**src/hw/rtl/lkv_pkg.sv**
```systemverilog
// Shared constants and types for the LRU key-value cache.
`timescale 1ns / 1ps

package lkv_pkg;

    localparam int ENTRIES = 16;
    localparam int CNT_W   = $clog2(ENTRIES + 1);
    localparam int CAP_W   = 5;
    localparam int KEY_W   = 32;
    localparam int VAL_W   = 32;
    localparam int CMP_W   = (CNT_W > CAP_W) ? CNT_W : CAP_W;

    localparam logic [CAP_W-1:0] CAP_RESET  = CAP_W'(16);
    localparam logic [VAL_W-1:0] MISS_VALUE = '1;

    typedef enum logic
    {
        ACT_GET = 1'b0,
        ACT_PUT = 1'b1
    } action_t;

    typedef struct packed
    {
        logic signed [KEY_W-1:0] key;
        logic signed [VAL_W-1:0] value;
    } entry_t;

    typedef struct packed
    {
        logic shift;
        logic valid;
    } cell_ctrl_t;

endpackage

```
**src/hw/rtl/lkv_cell.sv**
```systemverilog
// One recency position of the cache: holds an entry and compares its key.
`timescale 1ns / 1ps

module lkv_cell
(
    input  logic                              clk,
    input  logic                              rst_n,
    input  lkv_pkg::cell_ctrl_t               ctrl,
    input  lkv_pkg::entry_t                   prev_entry,
    input  logic signed [lkv_pkg::KEY_W-1:0]  probe_key,
    output lkv_pkg::entry_t                   entry,
    output logic                              valid,
    output logic                              hit
);
    import lkv_pkg::*;

    entry_t entry_reg;
    logic   valid_reg;

    // The entry from the more recent neighbour moves down one place.
    always_ff @(posedge clk)
    begin
        if (ctrl.shift)
        begin
            entry_reg <= prev_entry;
        end
    end

    always_ff @(posedge clk or negedge rst_n)
    begin
        if (!rst_n)
        begin
            valid_reg <= 1'b0;
        end
        else
        begin
            valid_reg <= ctrl.valid;
        end
    end

    assign hit   = valid_reg && (entry_reg.key == probe_key);
    assign entry = entry_reg;
    assign valid = valid_reg;

endmodule

```
**src/hw/rtl/lru_key_value_cache.sv**
```systemverilog
// Top level of the fully associative key-value cache with LRU replacement.
`timescale 1ns / 1ps

// Entries are kept in a row of cells ordered by recency, the most recent in
// cell 0. Each item (get or put) is compared against every cell in the cycle
// in which it is accepted; a hit entry or a new key enters cell 0 while the
// cells in front of it move down one place, and an eviction simply drops the
// least recent valid cell. The result is held in an output register, so one
// item is taken every clock cycle while results are drained, and req_ready
// falls only while a result waits on rsp_ready. Capacity is taken from the
// configuration register, with zero treated as one and values above the
// number of cells treated as the number of cells.
module lru_key_value_cache
(
    input  logic                              clk,
    input  logic                              rst_n,
    input  logic                              cfg_we,
    input  logic [lkv_pkg::CAP_W-1:0]         cfg_wdata,
    input  logic                              req_valid,
    output logic                              req_ready,
    input  logic                              action,
    input  logic signed [lkv_pkg::KEY_W-1:0]  lookup_key,
    input  logic signed [lkv_pkg::VAL_W-1:0]  store_value,
    output logic                              rsp_valid,
    input  logic                              rsp_ready,
    output logic                              found,
    output logic signed [lkv_pkg::VAL_W-1:0]  read_value,
    output logic                              evicted
);
    import lkv_pkg::*;

    logic [CAP_W-1:0]        capacity_reg;
    logic [CNT_W-1:0]        count_reg;
    logic [CNT_W-1:0]        count_next;
    logic                    rsp_valid_reg;
    logic                    found_reg;
    logic signed [VAL_W-1:0] read_value_reg;
    logic                    evicted_reg;

    entry_t                  cell_entry [ENTRIES];
    entry_t                  cell_prev  [ENTRIES];
    cell_ctrl_t              cell_ctrl  [ENTRIES];
    logic [ENTRIES-1:0]      cell_valid;
    logic [ENTRIES-1:0]      hit_vec;

    logic                    accept;
    logic                    any_hit;
    logic                    is_put;
    logic                    put_miss;
    logic                    evict;
    logic [CMP_W-1:0]        eff_cap;
    logic signed [VAL_W-1:0] hit_value;
    entry_t                  front_entry;

    assign accept    = req_valid && req_ready;
    assign req_ready = !rsp_valid_reg || rsp_ready;
    assign is_put    = (action_t'(action) == ACT_PUT);
    assign any_hit   = |hit_vec;
    assign put_miss  = is_put && !any_hit;

    always_comb
    begin
        if (capacity_reg == '0)
        begin
            eff_cap = CMP_W'(1);
        end
        else if (CMP_W'(capacity_reg) > CMP_W'(ENTRIES))
        begin
            eff_cap = CMP_W'(ENTRIES);
        end
        else
        begin
            eff_cap = CMP_W'(capacity_reg);
        end
    end

    // With the store full, the least recent entry falls off the end of the
    // valid run, so the count stays as it is.
    assign evict = put_miss && (CMP_W'(count_reg) >= eff_cap);

    always_comb
    begin
        count_next = count_reg;
        if (accept && put_miss && !evict)
        begin
            count_next = count_reg + CNT_W'(1);
        end
    end

    // Keys are unique among valid cells, so at most one cell hits.
    always_comb
    begin
        hit_value = '0;
        for (int i = 0; i < ENTRIES; i++)
        begin
            if (hit_vec[i])
            begin
                hit_value = hit_value | cell_entry[i].value;
            end
        end
    end

    always_comb
    begin
        front_entry.key   = lookup_key;
        front_entry.value = is_put ? store_value : hit_value;
    end

    always_comb
    begin
        for (int i = 0; i < ENTRIES; i++)
        begin
            cell_prev[i]       = (i == 0) ? front_entry : cell_entry[(i == 0) ? 0 : i - 1];
            cell_ctrl[i].shift = accept && (put_miss || (|(hit_vec >> i)));
            cell_ctrl[i].valid = (CNT_W'(i) < count_next);
        end
    end

    for (genvar g = 0; g < ENTRIES; g++)
    begin : g_cell
        lkv_cell u_cell
        (
            .clk        (clk),
            .rst_n      (rst_n),
            .ctrl       (cell_ctrl[g]),
            .prev_entry (cell_prev[g]),
            .probe_key  (lookup_key),
            .entry      (cell_entry[g]),
            .valid      (cell_valid[g]),
            .hit        (hit_vec[g])
        );
    end

    always_ff @(posedge clk or negedge rst_n)
    begin
        if (!rst_n)
        begin
            capacity_reg  <= CAP_RESET;
            count_reg     <= '0;
            rsp_valid_reg <= 1'b0;
        end
        else
        begin
            if (cfg_we)
            begin
                capacity_reg <= cfg_wdata;
            end
            count_reg <= count_next;
            if (accept)
            begin
                rsp_valid_reg <= 1'b1;
            end
            else if (rsp_ready)
            begin
                rsp_valid_reg <= 1'b0;
            end
        end
    end

    always_ff @(posedge clk)
    begin
        if (accept)
        begin
            found_reg      <= any_hit;
            evicted_reg    <= evict;
            if (is_put)
            begin
                read_value_reg <= '0;
            end
            else if (any_hit)
            begin
                read_value_reg <= hit_value;
            end
            else
            begin
                read_value_reg <= MISS_VALUE;
            end
        end
    end

    assign rsp_valid  = rsp_valid_reg;
    assign found      = found_reg;
    assign read_value = read_value_reg;
    assign evicted    = evicted_reg && (cell_valid != '0);

endmodule

```
**config.mk**
```make
export PLATFORM = sky130hd
export DESIGN_NAME = lru_key_value_cache
export DESIGN_NICKNAME = d
export VERILOG_FILES = /design/src/hw/rtl/lkv_pkg.sv /design/src/hw/rtl/lkv_cell.sv /design/src/hw/rtl/lru_key_value_cache.sv
export SDC_FILE = /design/constraint.sdc
export NUM_CORES = 2
export LEC_CHECK = 0
export ABC_AREA = 1
export CAP_MARGIN = 20
export CORE_MARGIN = 2
export CORE_UTILIZATION = 60
export CTS_CLUSTER_DIAMETER = 100
export CTS_CLUSTER_SIZE = 14
export DETAILED_ROUTE_END_ITERATION = 10
export DONT_BUFFER_PORTS = 1
export GPL_ROUTABILITY_DRIVEN = 0
export PLACE_DENSITY_LB_ADDON = 0.2
export SLEW_MARGIN = 20
export SYNTH_ARGS = -nofsm -noshare
export SYNTH_HDL_FRONTEND = slang
export SYNTH_SLANG_ARGS = --single-unit
```
**constraint.sdc**
```tcl
create_clock -name clk -period 9.9 [get_ports clk]
set_input_delay 1.98 -clock clk [delete_from_list [all_inputs] [get_ports clk]]
set_output_delay 1.98 -clock clk [all_outputs]
set_load 0.01 [all_outputs]
```
### Word level (Yosys, flattened, before mapping)

Index checks and enable logic that the tools add are counted.

| word-level totals | value |
|---|---|
| word-level logic and storage cells | 203 |
| output and inout bits | 36 |
| register bits after elaboration | 1,085 |
| input port bits | 75 |

| cells by class | value |
|---|---|
| muxes and demuxes | 23 |
| reductions and logical operators | 76 |
| bitwise gates (word level) | 15 |
| eq/ne operators | 16 |
| add/subtract/negate cells | 1 |
| order comparisons | 18 |

Operators by type and width:

| kind | number |
|---|---|
| $mux W32 | 18 |
| $eq A32 B32 Y1 | 16 |
| $or A32 B32 Y32 | 15 |
| $lt A4 B5 Y1 const A | 8 |
| $logic_and A1 B1 Y1 | 38 |
| $lt A3 B5 Y1 const A | 4 |
| $logic_or A1 B1 Y1 | 17 |
| $reduce_bool A16 Y1 | 1 |
| $reduce_or A16 Y1 | 1 |
| $mux W5 | 3 |
| $reduce_or A15 Y1 | 1 |
| $reduce_or A14 Y1 | 1 |
| $reduce_or A13 Y1 | 1 |
| $reduce_or A12 Y1 | 1 |
| $reduce_or A11 Y1 | 1 |
| $lt A1 B5 Y1 const A | 2 |
| $lt A2 B5 Y1 const A | 2 |
| $reduce_or A10 Y1 | 1 |
| $reduce_or A9 Y1 | 1 |
| $reduce_or A8 Y1 | 1 |
| $reduce_or A7 Y1 | 1 |
| $reduce_or A6 Y1 | 1 |
| $add A5 B1 Y5 const B | 1 |
| $ge A5 B5 Y1 | 1 |
| other kinds (9) | 12 |

### Depth between registers and ports, before layout

| depth | value |
|---|---|
| depth in word-level cells | 34 |
| gate-level depth with buffers | 23 |
| depth with buffers taken out | 22 |

### Cells and area by module

A second synthesis with hierarchy kept.

| second synthesis, totals | value |
|---|---|
| cells, all modules | 4,174 |
| area, all modules | 46,266.9 um2 |

Modules (own cells, without submodules):

| module | cells an instance | sequential area each (um2) | area each (um2) | instances |
|---|---|---|---|---|
| lkv_cell | 203 | 1,946.9 | 2,527.4 | 16 |
| lru_key_value_cache | 926 | 1,297.5 | 5,828.1 | 1 |

### Worst setup path after synthesis

OpenSTA, ideal clock, no wires.

| timing | value |
|---|---|
| path kind | input to register |
| start point | input lookup_key[10] (netlist name) |
| end point | register g_cell[9].u_cell.entry_reg (netlist bit g_cell[9].u_cell.entry[0]), enable pin |
| setup slack | 1.797 ns |
| stages | 8 |
| library setup time | 0.575 ns |
| data arrival time | 7.529 ns |
| path buffers | 2 |
| path through | buf_4 buf_4 xor2_1 nor3_1 nand3_2 nor2_4 nor2_1 o21ai_0 |

RTL lines:

| item | RTL line | source |
|---|---|---|
| start, declared | lru_key_value_cache.sv:22 | `input logic signed [lkv_pkg::KEY_W-1:0] lookup_key,` |
| end signal, assigned | lkv_cell.sv:25 | `entry_reg <= prev_entry;` |
| end, declared | lkv_cell.sv:17 | `entry_t entry_reg;` |

==> flow_summary.ini <==
[layout]
layout.cells.most_common = sky130_fd_sc_hd__nand2_1
commonest_cells_after_routing_fill_and_taps_aside = 1222 x sky130_fd_sc_hd__nand2_1, 1058 x sky130_fd_sc_hd__edfxtp_1, 372 x sky130_fd_sc_hd__inv_1
largest_reg_flops = 1024
summed_area_of_non_filler_cells_in_the_final_layout_um2 = 49800
areaGrowthSynthToFinish_pct = 7.30
layout.filler_cells = 5808
layout-drive-gt1-share_pct = 5.99
final_nets = 4028

[cts]
max_buffers_root_to_sink = 3
cts_inserted_buffers = 87
cts_setup_buffers = 0
cts_hold_buf = 0
tritoncts_clock_tree = built
ctsResizeCount = 0
cts_htree_levels = 3
cts.sinks = 1084
root_buffer = sky130_fd_sc_hd__clkbuf_16
worstSkewPairLatency_ns = 0.69
clk_pin_slew_ns = 0.07

[worst_setup_path]
cp_slowest_cell = sky130_fd_sc_hd__buf_4
critical_path.reg2reg.startpoint = g_cell[13].u_cell.entry[51]$_DFFE_PP_
timing.critical_path.from = lookup_key[7]
critical_path_arrival_ns = 6.32
crit_required_ns = 10.22
crit_path_start_kind = input port
critPathMaxFanout = 36
critical_path_class = in -> reg
crit_path_end_kind = register
worstPathCellList = inv_2 -> o21ai_0 -> nor2_1 -> nand2_1 -> nor2_1 -> nand3_1 -> nor2_4 -> buf_4 -> nor2_2 -> nand2_2 -> nor2_4 -> nand3_4 -> nand2_2 -> inv_2 -> nand3_2 -> nand2_2 -> nand4_4 -> o21bai_4 -> buf_4
critical-path-max-stage-delay_ns = 0.56
worst_path_most_repeated_cell = sky130_fd_sc_hd__nand2_2

[timing]
timing.slew.headroom_pct = 28.1
fin_crit_ns = 6.00
final.setup_skew_ns = 0.0399
fmaxAchievable_mhz = 167
slew_violations = 0
hold_viol = 0
final-setup-viol-count = 0
final.period_utilization_pct = 60.6
hold_slack_ns = 0.439
fin_setup_tns_ns = 0
grt_setup_unrepaired = false
worst_slew_pin_slew_ns = 1.08

[global_routing]
overflow = 0
global_route.usage.met3_pct = 14.9
first_pass_grt_wire_length_mm = 207
grt_antenna_before_repair = 1
gr-max-usage-layer = met1
largest_net_degree_at_the_start_of_global_routing = 65
grt_pass1_vias = 29500
groute.layer.met1.usage_pct = 54.2
met2_usage_pct = 50.3
global_route.usage.total_pct = 36.8

[drt]
detailedRoute.firstIterationViolations = 5491
routed_wl_mm = 146
route.detailed.vias_per_inst = 6.34
ant_nets_after_route = 0
post_drt_wl_per_cell_um = 29.1
routed-via-count = 31800
drt-pass1-iter-count = 9
drc_errors = 0

[logic_synthesis]
syn_area_per_cell_um2 = 11.7
synth.distinct_cells = 51
ys_ff_latch = 1084
ys_seq_area_share_pct = 69.8
total_nets_after_synthesis = 4038
netlist_instances = 3957
number_of_flops_mapped_to_enable_cells_by_yosys = 1058
async_reset_ff_share_pct = 2.40
synth_flop_type = sky130_fd_sc_hd__edfxtp_1
synth.cell_area_um2 = 46400
synth.yosys.warnings = 0

[die]
placement_rows = 102
width_of_the_chip_um = 282
top_level_pins = 111
die-height_um = 282
initial_utilization_pct = 60.3
dieArea_um2 = 79600
core_area_um2 = 77100

[hold_path]
hold_path.class = reg -> reg
worstHoldStart = g_cell[1].u_cell.entry[17]$_DFFE_PP_

[pwr]
vdd_drop_max_mv = 0.136
leakage_nw = 19.5
total_power_mw = 9.40
power_density_nw_per_um2 = 189

[placed_design]
place.detailed.hpwl_mm = 94.7
dpl-instance-area_um2 = 47400
placement.io_buffers = 0

[run]
max_cap_viol_count = 0

[status]
status = complete, no violations
-- cells by family after synthesis --
family | Yosys count | share of synthesized area, %
flops | 1084 | 69.8
compound gates | 405 | 6.59
buf+inv | 552 | 5.12
xor+xnor | 142 | 2.68
fa+ha+maj | 6 | 0.162
simple gates | 1768 | 15.6
-- power by group --
part           internal (mW)  total [mW]  switching [mW]
Combinational          0.185       0.715           0.530
Clock                   1.60        3.24            1.63
Sequential              5.28        5.45           0.168
Total                   7.07        9.40            2.33
-- synthesized netlist by cell type, types with 2 or more instances --
library cell	count	area, um^2
sky130_fd_sc_hd__xnor2_1	96	841
sky130_fd_sc_hd__a21boi_0	2	15.0
sky130_fd_sc_hd__inv_2	32	120
sky130_fd_sc_hd__buf_2	27	135
sky130_fd_sc_hd__a21oi_1	15	75.1
sky130_fd_sc_hd__a22o_1	256	2240
sky130_fd_sc_hd__nor2_4	9	101
sky130_fd_sc_hd__buf_6	17	191
sky130_fd_sc_hd__nand2b_1	7	43.8
sky130_fd_sc_hd__nor2_2	14	87.6
sky130_fd_sc_hd__nand4_1	20	125
sky130_fd_sc_hd__or2_1	12	75.1
sky130_fd_sc_hd__nor2_1	308	1160
sky130_fd_sc_hd__inv_4	4	25.0
sky130_fd_sc_hd__nand2_4	3	33.8
sky130_fd_sc_hd__inv_1	376	1410
sky130_fd_sc_hd__nor3_1	12	60.1
sky130_fd_sc_hd__or2_0	9	56.3
sky130_fd_sc_hd__o31ai_1	3	22.5
sky130_fd_sc_hd__clkbuf_1	52	195
sky130_fd_sc_hd__nand3_1	58	290
sky130_fd_sc_hd__edfxtp_1	1058	31800
sky130_fd_sc_hd__o21ai_0	65	325
sky130_fd_sc_hd__o211ai_1	11	82.6
sky130_fd_sc_hd__buf_4	36	270
sky130_fd_sc_hd__dfrtp_1	25	626
sky130_fd_sc_hd__nand2_1	1224	4590
sky130_fd_sc_hd__nand2_2	5	31.3
sky130_fd_sc_hd__clkinv_1	3	11.3
sky130_fd_sc_hd__o21ai_1	42	210
sky130_fd_sc_hd__buf_1	5	18.8
sky130_fd_sc_hd__o21ai_2	3	26.3
sky130_fd_sc_hd__nor4_1	68	425
sky130_fd_sc_hd__or2_2	4	25.0
sky130_fd_sc_hd__nand3b_1	2	15.0
sky130_fd_sc_hd__a21boi_1	2	15.0
sky130_fd_sc_hd__xor2_1	46	403
sky130_fd_sc_hd__nand3_2	8	80.1
sky130_fd_sc_hd__ha_1	6	75.1
-- metal layers --
| metal | routed length [um] | vias to the layer above |
|---|---|---|
| li1 | - | 13400 |
| met1 | 54700 | 15100 |
| met2 | 59300 | 2919 |
| met3 | 27100 | 329 |
| met4 | 4900 | 2 |
| met5 | 13 | - |
-- cell type report --
cell class                 instances  area (um^2)  area share (%)
tap                             1040         1300            2.61
clock inverter                     8          153           0.306
antenna                            1         2.50         0.00502
sequential                      1084        32400            65.1
timing repair buffer              38          313           0.628
clock buffer                     104         2240            4.50
inverter                         415         1570            3.16
multi-input combinational       2321        11800            23.7
-- through the flow --
step	std cells	worst slack (ns)	util (%)
finish	5011	3.90	64.6
global route	5010	3.77	64.6
CTS	5009	4.09	64.6
floorplan	3957	1.80	-
global placement	4897	3.50	61.5
detailed placement	4897	3.43	61.5
-- worst paths after layout --
| kind | end | slack (ns) | depth (start not counted) |
|---|---|---|---|
| worst min-delay path | g_cell[2].u_cell.entry[17]$_DFFE_PP_ | 0.44 | 0 |
| worst min register to register | g_cell[2].u_cell.entry[17]$_DFFE_PP_ | 0.44 | 0 |
| worst max-delay path | g_cell[1].u_cell.entry[51]$_DFFE_PP_ | 3.90 | 19 |
| max in group asynchronous | capacity_reg[4]$_DFFE_PN1P_ | 8.73 | 0 |
| min in group asynchronous | capacity_reg[0]$_DFFE_PN0P_ | 1.00 | 0 |
| worst max register to register | g_cell[1].u_cell.entry[51]$_DFFE_PP_ | 4.99 | 19 |
-- worst max-delay path: cells and delay by family --
kind	cells	cell delay [ns]
and+or+nand+nor	13	2.20
buffers and inverters	4	1.35
AOI/OAI and AO/OA	2	0.68
No activity file was read; power rests on OpenSTA's default activity.
